===== src/rtl/core/bba_pkg.sv =====
`default_nettype none

package bba_pkg;

  localparam int unsigned NumBlocks = 64;
  localparam int unsigned MaxGrant  = 64;
  localparam int unsigned BlkW      = $clog2(NumBlocks);
  localparam int unsigned CntW      = 7;

  typedef enum logic [1:0] {
    StOk       = 2'd0,
    StNoSpace  = 2'd1,
    StNotAlloc = 2'd2,
    StZero     = 2'd3
  } status_e;

  typedef enum logic {
    OpAlloc = 1'b0,
    OpFree  = 1'b1
  } op_e;

  typedef struct packed {
    logic            rd_en;
    logic            wr_en;
    logic [BlkW-1:0] addr;
    logic            wr_bit;
  } mem_req_t;

  typedef struct packed {
    logic            load;
    logic [BlkW-1:0] blk;
    status_e         status;
    logic            last;
  } res_t;

endpackage

`default_nettype wire


===== src/rtl/core/bba_map_mem.sv =====
`default_nettype none

module bba_map_mem (
  input  logic              clk_i,
  input  logic              rst_ni,
  input  bba_pkg::mem_req_t req_i,
  output logic              rd_data_o
);
  import bba_pkg::*;

  logic                 mem_q [NumBlocks];
  logic [NumBlocks-1:0] vld_q;
  logic                 data_q;
  logic                 data_vld_q;

  always_ff @(posedge clk_i) begin
    if (req_i.wr_en) begin
      mem_q[req_i.addr] <= req_i.wr_bit;
    end
    if (req_i.rd_en) begin
      data_q <= mem_q[req_i.addr];
    end
  end

  // never-written entries read as free
  always_ff @(posedge clk_i or negedge rst_ni) begin
    if (!rst_ni) begin
      vld_q      <= '0;
      data_vld_q <= 1'b0;
    end else begin
      if (req_i.wr_en) begin
        vld_q[req_i.addr] <= 1'b1;
      end
      if (req_i.rd_en) begin
        data_vld_q <= vld_q[req_i.addr];
      end
    end
  end

  assign rd_data_o = data_vld_q & data_q;

endmodule

`default_nettype wire


===== src/rtl/core/bba_ctrl.sv =====
`default_nettype none

module bba_ctrl (
  input  logic                       clk_i,
  input  logic                       rst_ni,
  input  logic                       in_valid_i,
  output logic                       in_ready_o,
  input  logic                       in_op_i,
  input  logic [bba_pkg::CntW-1:0]   in_count_i,
  input  logic [bba_pkg::BlkW-1:0]   in_index_i,
  input  logic                       slot_free_i,
  output bba_pkg::res_t              res_o,
  output bba_pkg::mem_req_t          mem_req_o,
  input  logic                       rd_data_i
);
  import bba_pkg::*;

  typedef enum logic [6:0] {
    SIdle   = 7'b0000001,
    SScan   = 7'b0000010,
    SEmit   = 7'b0000100,
    SFbRd   = 7'b0001000,
    SFbEv   = 7'b0010000,
    SFreeEv = 7'b0100000,
    SErr    = 7'b1000000
  } state_e;

  state_e          state_q, state_d;
  logic [BlkW-1:0] addr_q, addr_d;
  logic [BlkW-1:0] cur_q, cur_d;
  logic [CntW-1:0] run_q, run_d;
  logic [CntW-1:0] n_q, n_d;
  logic [CntW-1:0] rem_q, rem_d;
  logic [CntW-1:0] free_q, free_d;
  status_e         err_q, err_d;

  logic [CntW-1:0] run_nx;
  logic [CntW-1:0] start;

  assign run_nx = run_q + CntW'(1);
  assign start  = {1'b0, cur_q} + CntW'(1) - n_q;

  always_comb begin
    state_d    = state_q;
    addr_d     = addr_q;
    cur_d      = cur_q;
    run_d      = run_q;
    n_d        = n_q;
    rem_d      = rem_q;
    free_d     = free_q;
    err_d      = err_q;
    in_ready_o = 1'b0;
    mem_req_o  = '0;
    res_o      = '0;
    res_o.status = StOk;

    unique case (state_q)
      SIdle: begin
        in_ready_o = 1'b1;
        if (in_valid_i) begin
          if (in_op_i == OpFree) begin
            mem_req_o.rd_en = 1'b1;
            mem_req_o.addr  = in_index_i;
            addr_d          = in_index_i;
            state_d         = SFreeEv;
          end else if (in_count_i == '0) begin
            err_d   = StZero;
            state_d = SErr;
          end else if (in_count_i > CntW'(MaxGrant) || in_count_i > free_q) begin
            err_d   = StNoSpace;
            state_d = SErr;
          end else begin
            mem_req_o.rd_en = 1'b1;
            mem_req_o.addr  = '0;
            cur_d           = '0;
            run_d           = '0;
            n_d             = in_count_i;
            free_d          = free_q - in_count_i;
            state_d         = SScan;
          end
        end
      end

      // one bitmap entry evaluated per cycle, next read issued alongside
      SScan: begin
        if (!rd_data_i && run_nx == n_q) begin
          addr_d  = start[BlkW-1:0];
          rem_d   = n_q;
          state_d = SEmit;
        end else begin
          run_d = rd_data_i ? '0 : run_nx;
          if (cur_q == BlkW'(NumBlocks - 1)) begin
            addr_d  = '0;
            rem_d   = n_q;
            state_d = SFbRd;
          end else begin
            mem_req_o.rd_en = 1'b1;
            mem_req_o.addr  = cur_q + BlkW'(1);
            cur_d           = cur_q + BlkW'(1);
          end
        end
      end

      SEmit: begin
        if (slot_free_i) begin
          mem_req_o.wr_en  = 1'b1;
          mem_req_o.addr   = addr_q;
          mem_req_o.wr_bit = 1'b1;
          res_o.load       = 1'b1;
          res_o.blk        = addr_q;
          res_o.last       = (rem_q == CntW'(1));
          addr_d           = addr_q + BlkW'(1);
          rem_d            = rem_q - CntW'(1);
          if (rem_q == CntW'(1)) begin
            state_d = SIdle;
          end
        end
      end

      SFbRd: begin
        mem_req_o.rd_en = 1'b1;
        mem_req_o.addr  = addr_q;
        state_d         = SFbEv;
      end

      SFbEv: begin
        if (rd_data_i) begin
          addr_d  = addr_q + BlkW'(1);
          state_d = SFbRd;
        end else if (slot_free_i) begin
          mem_req_o.wr_en  = 1'b1;
          mem_req_o.addr   = addr_q;
          mem_req_o.wr_bit = 1'b1;
          res_o.load       = 1'b1;
          res_o.blk        = addr_q;
          res_o.last       = (rem_q == CntW'(1));
          addr_d           = addr_q + BlkW'(1);
          rem_d            = rem_q - CntW'(1);
          state_d          = (rem_q == CntW'(1)) ? SIdle : SFbRd;
        end
      end

      SFreeEv: begin
        if (slot_free_i) begin
          res_o.load   = 1'b1;
          res_o.blk    = addr_q;
          res_o.last   = 1'b1;
          res_o.status = rd_data_i ? StOk : StNotAlloc;
          if (rd_data_i) begin
            mem_req_o.wr_en  = 1'b1;
            mem_req_o.addr   = addr_q;
            mem_req_o.wr_bit = 1'b0;
            free_d           = free_q + CntW'(1);
          end
          state_d = SIdle;
        end
      end

      SErr: begin
        if (slot_free_i) begin
          res_o.load   = 1'b1;
          res_o.blk    = '0;
          res_o.last   = 1'b1;
          res_o.status = err_q;
          state_d      = SIdle;
        end
      end

      default: begin
        state_d = SIdle;
      end
    endcase
  end

  always_ff @(posedge clk_i or negedge rst_ni) begin
    if (!rst_ni) begin
      state_q <= SIdle;
      free_q  <= CntW'(NumBlocks);
      addr_q  <= '0;
      cur_q   <= '0;
      run_q   <= '0;
      n_q     <= '0;
      rem_q   <= '0;
      err_q   <= StOk;
    end else begin
      state_q <= state_d;
      free_q  <= free_d;
      addr_q  <= addr_d;
      cur_q   <= cur_d;
      run_q   <= run_d;
      n_q     <= n_d;
      rem_q   <= rem_d;
      err_q   <= err_d;
    end
  end

endmodule

`default_nettype wire


===== src/rtl/core/bitmap_block_allocator_unit.sv =====
`default_nettype none
// Free request or allocate error: one result word, registered once the output is free.
// Allocate: bitmap scan at one entry per cycle from block 0, then one granted word per
// cycle unless the output stalls; without a contiguous run, a fallback pass reads and
// then evaluates each entry in turn from block 0. One request at a time. Reset clears
// state at once: unwritten bitmap entries read as free, no clearing pass.
module bitmap_block_allocator_unit (
  input  logic        clk_i,
  input  logic        rst_ni,
  input  logic        s_axis_tvalid_i,
  output logic        s_axis_tready_o,
  input  logic [15:0] s_axis_tdata_i,   // block_count[6:0], block_index[12:7], zero fill
  input  logic        s_axis_tuser_i,   // operation
  output logic        m_axis_tvalid_o,
  input  logic        m_axis_tready_i,
  output logic [7:0]  m_axis_tdata_o,   // granted_block[5:0], status[7:6]
  output logic        m_axis_tlast_o    // last_of_run
);
  import bba_pkg::*;

  res_t            res;
  mem_req_t        mem_req;
  logic            rd_data;
  logic            slot_free;
  logic            out_valid_q;
  logic [BlkW-1:0] out_blk_q;
  status_e         out_status_q;
  logic            out_last_q;

  assign slot_free = !out_valid_q || m_axis_tready_i;

  bba_map_mem u_mem (
    .clk_i     (clk_i),
    .rst_ni    (rst_ni),
    .req_i     (mem_req),
    .rd_data_o (rd_data)
  );

  bba_ctrl u_ctrl (
    .clk_i       (clk_i),
    .rst_ni      (rst_ni),
    .in_valid_i  (s_axis_tvalid_i),
    .in_ready_o  (s_axis_tready_o),
    .in_op_i     (s_axis_tuser_i),
    .in_count_i  (s_axis_tdata_i[CntW-1:0]),
    .in_index_i  (s_axis_tdata_i[CntW+BlkW-1:CntW]),
    .slot_free_i (slot_free),
    .res_o       (res),
    .mem_req_o   (mem_req),
    .rd_data_i   (rd_data)
  );

  always_ff @(posedge clk_i or negedge rst_ni) begin
    if (!rst_ni) begin
      out_valid_q <= 1'b0;
    end else if (slot_free) begin
      out_valid_q <= res.load;
    end
  end

  always_ff @(posedge clk_i) begin
    if (slot_free && res.load) begin
      out_blk_q    <= res.blk;
      out_status_q <= res.status;
      out_last_q   <= res.last;
    end
  end

  assign m_axis_tvalid_o = out_valid_q;
  assign m_axis_tdata_o  = {out_status_q, out_blk_q};
  assign m_axis_tlast_o  = out_last_q;

  a_ready_no_result: assert property (@(posedge clk_i) disable iff (!rst_ni)
    s_axis_tready_o |-> !res.load)
    else $error("result produced while idle");

  a_no_overwrite: assert property (@(posedge clk_i) disable iff (!rst_ni)
    res.load |-> slot_free)
    else $error("result overwrites pending word");

  a_error_is_last: assert property (@(posedge clk_i) disable iff (!rst_ni)
    (m_axis_tvalid_o && out_status_q != StOk) |-> m_axis_tlast_o)
    else $error("error word not flagged last");

endmodule

`default_nettype wire


===== config.mk =====
export PLATFORM = sky130hd
export DESIGN_NAME = bitmap_block_allocator_unit
export DESIGN_NICKNAME = d
export VERILOG_FILES = /design/src/rtl/core/bba_pkg.sv /design/src/rtl/core/bba_map_mem.sv /design/src/rtl/core/bba_ctrl.sv /design/src/rtl/core/bitmap_block_allocator_unit.sv
export SDC_FILE = /design/constraint.sdc
export NUM_CORES = 1
export LEC_CHECK = 0
export ABC_CLOCK_PERIOD_IN_PS = 7100
export BUFFER_PORTS_ARGS = -buffer_cell sky130_fd_sc_hd__buf_4
export CAP_MARGIN = 20
export CORE_AREA = 4 4 134 136
export DETAILED_ROUTE_END_ITERATION = 8
export DIE_AREA = 0 0 138 140
export GPL_TIMING_DRIVEN = 0
export PLACE_DENSITY = 0.86
export SLEW_MARGIN = 20
export SYNTH_ARGS = -nofsm -noshare
export SYNTH_HDL_FRONTEND = slang
export SYNTH_SLANG_ARGS = --single-unit
export TNS_END_PERCENT = 5

===== constraint.sdc =====
create_clock -name clk_i -period 7.1 [get_ports clk_i]
set_input_delay 0.355 -clock clk_i [delete_from_list [all_inputs] [get_ports clk_i]]
set_output_delay 0.355 -clock clk_i [all_outputs]
set_load 0.05 [all_outputs]

Word-level counts from Yosys, hierarchy flattened --
Memories as Yosys holds them, arrays and structs flattened. A register that Yosys moved wholly into a read port is not among the register bits. Index checks and enable logic that the tools add are counted.
Operators by class: $add $sub $neg 8, $lt $le $gt $ge 4, eq/ne operators 25, multiplexer cells 83, bitwise logic cells 5, reductions and logical operators 22
Operators with widths (count):
- 2-to-1 mux 7 bit | 29
- 2-to-1 mux 6 bit | 16
- bitwise OR 64 bit | 1
- case mux 7 bit (6 select lines) | 1
- case mux 6 bit (6 select lines) | 1
- 2-to-1 mux 8 bit | 4
- case mux 7 bit (2 select lines) | 2
- case mux 7 bit (4 select lines) | 1
- case mux 6 bit (4 select lines) | 1
- case mux 7 bit (3 select lines) | 1
- 2-to-1 mux 10 bit | 2
- != test 2 bit, second input constant | 10
- adder 6 x 1 -> 6 bit, second input constant | 3
- adder 7 x 1 -> 7 bit, second input constant | 2
- == test 7 x 1 -> 1 bit, second input constant | 2
- AND reduction 7 bit | 2
- 2-to-1 mux 1 bit | 13
- case mux 6 bit (2 select lines) | 1
- AND reduction 6 bit | 2
- case mux 1 bit (3 select lines) | 3
- AND reduction 4 bit | 2
- == test 7 x 2 -> 1 bit, second input constant | 1
- == test 7 x 3 -> 1 bit, second input constant | 1
- == test 7 x 4 -> 1 bit, second input constant | 1
- 33 further kinds | 45
Storage, ports and cells: flip-flop bits (word level) 124, RAM bits 64, bits of input ports 21, output and inout port bits 11, word-level logic and storage cells 162, memories 1
Memory list:
- u_mem.mem_q | words 64, width 1, rd ports 1, clocked after memory_dff 1, wr ports 1, line bba_map_mem.sv:11 | logic mem_q [NumBlocks];

Logic depth before layout (Yosys ltp) --
Gate-level depths: netlist (run 1).
word-level depth 10, gate-level depth with buffers 15, depth with buffers taken out 14

Modules after synthesis --
From an unflattened synthesis (run 1), not the netlist that was laid out.
Unflattened totals: cell total of the unflattened synthesis 920, area total of the unflattened synthesis 9925.8 um^2
Modules (own cells, without submodules):
- bba_map_mem | instances 1, cells an instance 435, area an instance 5611.6 um^2, seq. area each 3578.4 um^2
- bba_ctrl | instances 1, cells an instance 472, area an instance 3990.1 um^2, seq. area each 1228.7 um^2
- bitmap_block_allocator_unit | instances 1, cells an instance 13, area an instance 324.1 um^2, seq. area each 295.3 um^2

Worst setup path before layout (run 1) --
No wires, ideal clock.
path kind register -> register, start point reg u_ctrl.state_q[0], end point reg u_ctrl.rem_q[5], setup time 0.135 ns, arrival 5.100 ns, data required time 6.965 ns, path slack 1.865 ns, stages on the path, launching flop included 9, buffers on the path 2, clock period less this slack 5.235 ns, cells stage by stage dfstp_2 > buf_2 > or3_1 > or3_1 > nor3_1 > o21ai_0 > clkbuf_1 > o21ai_0 > o21ai_0
Between the ends: cells in the longest elaborated chain, start to end 3, elaborated cells between the ends (all ways) 8, classes of those cells eq/ne: 5; mux: 1; reduce/logical: 2
Ends and longest elaborated chain:
- start, declared | line bba_ctrl.sv:28 | state_e state_q, state_d;
- start signal, assigned | line bba_ctrl.sv:177 | state_q <= SIdle;
- start signal, assigned | line bba_ctrl.sv:186 | state_q <= state_d;
- == test 7 x 2 -> 1 bit, or another cell as far along | line bba_ctrl.sv:57 | unique case (state_q)
- != test 3 x 1 -> 1 bit (no line), or another cell as far along
- AND reduction 3 bit (no line)
- end signal, assigned | line bba_ctrl.sv:192 | rem_q <= rem_d;
- end, declared | line bba_ctrl.sv:33 | logic [CntW-1:0] rem_q, rem_d;
Several ways; a longest one is shown, not always the timed one. A chain may end at the register's enable or synchronous reset.

Worst setup path in the final report (run 1) --
start point reg u_ctrl.run_q[0], end point reg u_mem.data_q (read register of u_mem.mem_q) (data pin)
Between the ends: cells in the longest elaborated chain, start to end 5, elaborated cells between the ends (all ways) 7, classes of those cells add/sub: 1; eq/ne: 1; mux: 4; reduce/logical: 1
Ends and longest elaborated chain:
- start, declared | line bba_ctrl.sv:31 | logic [CntW-1:0] run_q, run_d;
- start signal, assigned | line bba_ctrl.sv:190 | run_q <= run_d;
- adder 7 x 1 -> 7 bit (*) | line bba_ctrl.sv:40 | assign run_nx = run_q + CntW'(1);
- == test 7 bit (*) | line bba_ctrl.sv:86 | if (!rd_data_i && run_nx == n_q) begin
- logical AND 1 bit (*) | line bba_ctrl.sv:86
- 2-to-1 mux 6 bit / 2-to-1 mux 1 bit (equally long branches) | line bba_ctrl.sv:86
- case mux 6 bit (6 select lines) / case mux 1 bit (3 select lines) (equally long branches) | line bba_ctrl.sv:57
- end, declared | line bba_map_mem.sv:13 | logic data_q;
Every way passes the cells marked *; elsewhere a longest branch is shown, timed or not.

==> metrics.yaml, run 1 <==
antenna_found_initial: 0
grt_pass1_vias: 8193
ys_ff_latch: 189
final_cells: 1249
p_leak_nw: 4.94
hold_path.class: "primary input to flip-flop"
vias_per_cell: 6.77
worstSetupPathDepth: 12
cpPeakStageDelay_ps: 690
cts_num_sinks: 189
finalPower_w: 0.00365
die_area_sq_mm: 0.0193
dp.cells: 1216
avgSynthCellArea_sq_um: 10.3
synth_fp_nets: 1003
grt-ovfl-total: 0
cts_root_buffer: "clkbuf_16"
postSynth.asyncResetShare_pct: 60.8
critical_path.slowest_cell: "a211oi_1"
drc_errors: 0
ant_nets: 0
finalSetupViolCount: 0
cts.clk_slew.worst_paths_ps: 80
worst_setup_path_end_kind: "flip-flop"
grt_max_degree: 71
cp-start-kind: "flip-flop"
diodes: 0
r2r_slack_ps: 2810
required_ps: 7410
path_max_fanout: 10
crit_type: "flip-flop to flip-flop"
crit_end: "u_mem.data_q$_DFFE_PP_"
setup_ws_ps: 2810
peakVddDrop_uv: 275
avgRoutedWirePerCell_um: 21.9
max_freq_ghz: 0.233
r2r-end: "u_mem.data_q$_DFFE_PP_"
cts_setup_buffers: 0
cap_violations: 0
p_per_area_mw_per_mm2: 332
synthToLayoutAreaGrowth_pct: 12.1
startpoint: "u_ctrl.run_q[0]$_DFFE_PN0P_"
fin_area_sq_mm: 0.0110
synth_ff_type: "dfrtp_1"
finClkSkew_ps: 13.2
synthCells: 957
critical_path_buf_inv_count: 1
r2r-start: "u_ctrl.run_q[0]$_DFFE_PN0P_"
syn_area_sq_mm: 0.00983
holdBufCountCts: 1
worstRegToRegCells: 12
htreeDepth: 4
grt_pass1_wl_um: 43700
synth_warnings: 0
outcome: "finished clean"
hpwl_um: 19000
nNetsFinal: 1057
slew_headroom_pct: 44.1
grtUsageMet1_pct: 37.8
cp_top_family: "compound AO/OA/AOI/OAI gates"
wirelength_um: 27400
postPlaceCellArea_sq_mm: 0.0104
core_sq_mm: 0.0169
drt_iter0_drc: 1341
rsz0062_at_grt: "false"
worstMarginPinSlew_ps: 830
synth_edf_count: 74
tritoncts: "yes"
finalHoldViolCount: 0
cts_made_buffers: 17
grtUsageMet2_pct: 43.4
rows: 48
place.gp.congestion: 0.998
cp_data_arrival_time_ps: 4600
drive_gt1_share_pct: 18.7
ys_types: 81
die_y_um: 140
io_pins: 32
drt_first_pass_iters: 8
fin_crit_ps: 4290
finalCritPeriodShare_pct: 60.4
grtUsageMet3_pct: 8.67
start_util_pct: 58.1
numPortBuffers: 28
cp_cell_sequence: "ha_1 > nand3_1 > nor4_1 > a211oi_1 > a311oi_4 > nor2_2 > clkbuf_1 > nand3_1 > a21oi_1 > a211oi_1 > a211o_1 > nand4_1"
seq_area_frac_synth_pct: 51.9
post-place-ws_ps: 3010
fin_util_pct: 65.1
insertion_delay_ps: 450
drv_slew: 0
vias: 8454
grt.total_usage_pct: 28.3
cts_buffer_depth: 2
cts-resized-gates: 0
die_w_um: 138
top_usage_layer: "met2"
## worst register-to-register path: cells and delay by family, from the launching register on
family	cells	cell delay [ps]
and+or+nand+nor	5	1200
DFF	1	440
buffers and inverters	1	580
AOI/OAI and AO/OA	5	1630
adders and majority gates	1	310
## cells by family after synthesis
group / count (synthesis) / share of synthesized area, %
DFF: 189 / 51.9
buffers and inverters: 73 / 3.40
muxes: 32 / 3.56
xor gates and xnor gates: 20 / 1.78
AOI/OAI and AO/OA: 235 / 16.5
adders and majority gates: 25 / 3.33
and+or+nand+nor: 383 / 19.5
## per-stage QoR
stage / setup TNS (ps) / hold slack [ps]
4_1_cts: 0 / 106
6_report: 0 / 108
2_1_floorplan: 0 / 59.4
3_5_place_dp: 0 / 314
5_1_grt: 0 / 128
3_3_place_gp: -20380 / 437
## cell type report
class                      instances  area [sq um]
clock inverter                    14           168
fill                            1271          5910
multi-input combinational        695          4410
buffer                            39           206
sequential                       189          5100
clock buffer                      18           429
timing repair buffer              35           300
tap                              225           282
inverter                          34           128
## synth_stat cells, drive strengths merged (12+ instances only)
cell type,n,area [sq um]
nor2,122,470
a21oi,42,210
nand2,70,268
a22oi,13,97.6
or2,64,400
nor3,21,110
nand3,38,190
o21ai,63,315
mux2,21,240
and3,15,93.8
xnor2,12,105
buf,20,135
dfrtp,113,2830
a31oi,14,87.6
a221oi,17,155
ha,23,288
inv,33,124
clkbuf,19,71.3
edfxtp,74,2220
## placed cells by master, fill, tap and decap left out, drive strengths merged, types with 5 or more instances in the layout
| master | synthesis | final |
|---|---|---|
| xnor2 | 12 | 12 |
| clkinv | 1 | 5 |
| dfrtp | 113 | 113 |
| inv | 33 | 42 |
| clkbuf | 19 | 37 |
| nor3 | 21 | 21 |
| nor2 | 122 | 122 |
| o211ai | 5 | 5 |
| mux2i | 11 | 11 |
| edfxtp | 74 | 74 |
| ha | 23 | 23 |
| mux2 | 21 | 21 |
| nand2 | 70 | 70 |
| a22oi | 13 | 13 |
| and2 | 9 | 9 |
| o31ai | 11 | 11 |
| o21ai | 63 | 63 |
| a21o | 9 | 9 |
| a211oi | 6 | 6 |
| a31oi | 14 | 14 |
| xor2 | 8 | 8 |
| a221o | 5 | 5 |
| or2 | 64 | 64 |
| nand4 | 5 | 5 |
| a21oi | 42 | 42 |
| nand3 | 38 | 38 |
| buf | 20 | 54 |
| and3 | 15 | 15 |
| nand2b | 6 | 6 |
| a221oi | 17 | 17 |
| nor2b | 11 | 11 |
## worst min path at each step
stage	start	endpoint	slack, ps	cells past startpoint
floorplan	rst_ni	m_axis_tvalid_o$_DFFE_PN0N_	60	0
global placement	u_mem.vld_q[2]$_DFFE_PN0P_	u_mem.vld_q[2]$_DFFE_PN0P_	440	2
detailed placement	rst_ni	u_ctrl.free_q[5]$_DFFE_PN0P_	310	1
CTS	s_axis_tvalid_i	u_ctrl.state_q[0]$_DFFE_PN1P_	110	2
global route	s_axis_tvalid_i	u_ctrl.state_q[0]$_DFFE_PN1P_	130	2
finish	s_axis_tvalid_i	u_ctrl.state_q[0]$_DFFE_PN1P_	110	2
## registers in the layout (all words and copies together) (netlist names)
name              cells
u_mem.mem_q          64
u_mem.vld_q          64
u_ctrl.free_q         7
u_ctrl.n_q            7
u_ctrl.rem_q          7
u_ctrl.run_q          7
u_ctrl.state_q        7
out_blk_q             6
u_ctrl.addr_q         6
u_ctrl.cur_q          6
out_status_q          2
u_ctrl.err_q          2
m_axis_tlast_o        1
m_axis_tvalid_o       1
u_mem.data_q          1
u_mem.data_vld_q      1
## power by group
group	leakage (nW)	internal, W	switching (W)
Clock	0.295	0.000506	0.000476
Sequential	2.35	0.00127	0.000154
Combinational	2.29	0.000452	0.000798
## layer usage
metal,part of all wire (%),vias to the layer above
li1,-,3625
met1,38,4010
met2,44,673
met3,13,143
met4,4.3,3
met5,0.14,-
Power figures use the tool's default switching activity.
==> inputs of run 2 (changes only) <==
- ABC_AREA: default -> 1
- ABC_CLOCK_PERIOD_IN_PS: 7100 -> 4400
- CORE_AREA: 4 4 134 136 -> 4 4 136 138
- DIE_AREA: 0 0 138 140 -> 0 0 140 142
- clock period: 7.1 -> 4.4 ns (I/O delays scaled with it)
==> run 2 against run 1 <==
  * Flip-flop and latch count is the same
  * Wire length down 3.5%
  * Global-route usage is 0.82 points lower
  * Die area is 2.9% higher
  * Synthesized cell count grew 31%
  * Clock power increased by 62%
  * Core utilization grew 0.93 points
  * Total power rose by 65%
==> metrics.yaml, run 2 <==
required_ps: 4550  # -2860 ps
vias_per_cell: 5.81  # -14%
finClkSkew_ps: 15.5  # +2.24 ps
drt_first_pass_iters: 6  # -2
insertion_delay_ps: 450  # about the same
synth_fp_nets: 1303  # +30%
crit_type: "flip-flop to flip-flop"
tritoncts: "yes"
rsz0062_at_grt: "false"
antenna_found_initial: 0  # unchanged
worst_setup_path_end_kind: "flip-flop"
path_max_fanout: 10  # unchanged
ys_ff_latch: 189  # unchanged
die_y_um: 142  # +1.4%
fin_setup_tns_ps: 0  # unchanged
finalHoldViolCount: 0  # unchanged
p_leak_nw: 5.47  # +11%
die_area_sq_mm: 0.0199  # +2.9%
whs_ps: 67.7  # -39.9 ps
cap_violations: 0  # unchanged
cp_cell_sequence: "ha_1 > nand2_1 > nand2_1 > nor2_1 > nand2_1 > nor2_1 > nand2_1 > nor2_1 > nand2_1 > nand4_1 > nand2_1 > buf_2 > a21oi_4 > inv_1 > nor2_1 > nand2_1 > nor2_1"
outcome: "finished clean"
grt_max_degree: 70  # -1.4%
synth_common_cells: "395 x nand2_1, 158 x nor2_1, 119 x inv_1"
final_common_cell: "nand2_1"
cp_data_arrival_time_ps: 3910  # -690 ps
grt.total_usage_pct: 27.5  # -0.82 points
synth_edf_count: 74  # unchanged
finalPower_w: 0.00604  # +65%
wirelength_um: 26400  # -3.5%
vias: 8972  # +6.1%
nNetsFinal: 1353  # +28%
finalSetupViolCount: 0  # unchanged
critical_path.slowest_cell: "dfrtp_1"
numPortBuffers: 28  # unchanged
cts_made_buffers: 17  # unchanged
htreeDepth: 4  # unchanged
die_w_um: 140  # +1.4%
finalCritPeriodShare_pct: 85.4  # +25 points
worstMarginPinSlew_ps: 932  # +102 ps
diodes: 0  # unchanged
fin_util_pct: 66.0  # +0.93 points
syn_area_sq_mm: 0.0102  # +3.4%
reg.largest.list: "u_mem.mem_q (64), u_mem.vld_q (64)"
p_per_area_mw_per_mm2: 533  # +61%
fin_area_sq_mm: 0.0113  # +2.9%
drt_iter0_drc: 1039  # -23%
layout_common_cells: "395 x nand2_1, 158 x nor2_1, 119 x inv_1"
start_util_pct: 59.2  # +1.1 points
cts.clk_slew.worst_paths_ps: 80  # about the same
synth_ff_type: "dfrtp_1"
hold_path.class: "primary input to flip-flop"
place.gp.congestion: 0.936  # -6.2%
cp_common_cell: "nand2_1"
synth_top_area_share_pct: 27.8  # -0.94 points
drc_errors: 0  # unchanged
rows: 48  # unchanged
max_freq_ghz: 0.266  # +14%
num-fill-cells: 1363  # +7.2%
synthToLayoutAreaGrowth_pct: 11.5
synthCells: 1257  # +31%
cts_buffer_depth: 2  # unchanged
postPlaceCellArea_sq_mm: 0.0107  # +2.9%
postSynth.asyncResetShare_pct: 60.8  # unchanged
cpPeakStageDelay_ps: 450  # -240 ps
synth_warnings: 0  # unchanged
cts_num_sinks: 189  # unchanged
synth.area.top_cells: "dfrtp_1 28%, edfxtp_1 22%, nand2_1 15%"
holdBufCountCts: 1  # unchanged
seq_area_frac_synth_pct: 50.2  # -1.7 points
cp-start-kind: "flip-flop"
slew_headroom_pct: 37.4  # -6.7 points
ant_nets: 0  # unchanged
drive_gt1_share_pct: 9.77  # -8.9 points
avgRoutedWirePerCell_um: 17.1  # -22%
cts_root_buffer: "clkbuf_16"
core_sq_mm: 0.0172  # +1.4%
yosys.area.top_type: "dfrtp_1"
grt_pass1_vias: 8711  # +6.3%
grt_pass1_wl_um: 43300  # -0.87%
ys_types: 51  # -37%
synth_most_common_cell: "nand2_1"
grt-ovfl-total: 0  # unchanged
avgSynthCellArea_sq_um: 8.09  # -21%
drv_slew: 0  # unchanged
peakVddDrop_uv: 635  # +130%
cts-resized-gates: 0  # unchanged
fin_crit_ps: 3760  # -530 ps
io_pins: 32  # unchanged
cts_setup_buffers: 0  # unchanged
hpwl_um: 18600  # -2.1%
## run 2: changes by cell type after synthesis, moves of 33 or more
cell | before | now
nand3_1 | 38 | 71
or2_1 | 1 | 43
or2_2 | 63 | 16
nand2_1 | 68 | 395
nor2_1 | 117 | 158
inv_1 | 33 | 119
## run 2: layout make-up
type                       instances  area (sq um)  share of cell area (%)
sequential                       189          5100                    45.0
timing repair buffer              31           272                    2.39
multi-input combinational        909          4420                    39.0
clock buffer                      17           425                    3.75
tap                              225           282                    2.48
buffer                            28           159                    1.40
clock inverter                    15           190                    1.68
inverter                         131           492                    4.34
## run 2: worst max-delay path, delay by kind of cell (launching register included)
kind / cells / cell delay [ps]
fa+ha+maj: 1 / 350
buf+inv: 2 / 370
simple gates: 13 / 1890
flops: 1 / 450
compound gates: 1 / 390
## run 2: path summary, 6_finish.rpt
check                                            start                           end  cells after the start  slack (ps)
setup / recovery           u_ctrl.run_q[0]$_DFFE_PN0P_     u_mem.mem_q[59]$_DFFE_PP_                     17         640
hold / removal                       s_axis_tdata_i[0]     u_ctrl.n_q[0]$_DFFE_PN0P_                      3          70
setup reg to reg           u_ctrl.run_q[0]$_DFFE_PN0P_     u_mem.mem_q[59]$_DFFE_PP_                     17         640
hold reg to reg            u_mem.vld_q[54]$_DFFE_PN0P_   u_mem.vld_q[54]$_DFFE_PN0P_                      2         460
max in group asynchronous                       rst_ni  u_ctrl.free_q[6]$_DFFE_PN1P_                      3        3330
min in group asynchronous                       rst_ni   u_ctrl.rem_q[4]$_DFFE_PN0P_                      2         340
## run 2: per-stage QoR
step	worst slack (ps)	std cells
after floorplan	958	1257
after global placement	-396	1510
after detailed placement	854	1512
after CTS	801	1545
after global routing	385	1545
final	640	1545
## run 2: routing by layer
| layer | global-route usage (%) | share of wire, % |
|---|---|---|
| met1 | 36.7 | 40 |
| met2 | 43.5 | 46 |
| met3 | 7.12 | 10 |
| met4 | 11.1 | 3.3 |
| met5 | 0 | 0 |
## run 2: report_power, final
group / switching, W / total (W) / internal, W / leakage, nW
Combinational: 0.00152 / 0.00222 / 0.000703 / 2.98
Clock: 0.000811 / 0.00159 / 0.000781 / 0.300
Sequential: 0.000175 / 0.00223 / 0.00205 / 2.19
Total: 0.00251 / 0.00604 / 0.00354 / 5.47
## run 2: cell families (layout without fill, tap and decap cells)
kind of cell | Yosys count | count (layout) | share of synthesized area [%]
simple gates | 729 | 729 | 31.0
flops | 189 | 189 | 50.2
buf+inv | 159 | 222 | 6.40
compound gates | 142 | 142 | 8.09
fa+ha+maj | 25 | 25 | 3.23
xor+xnor | 13 | 13 | 1.12
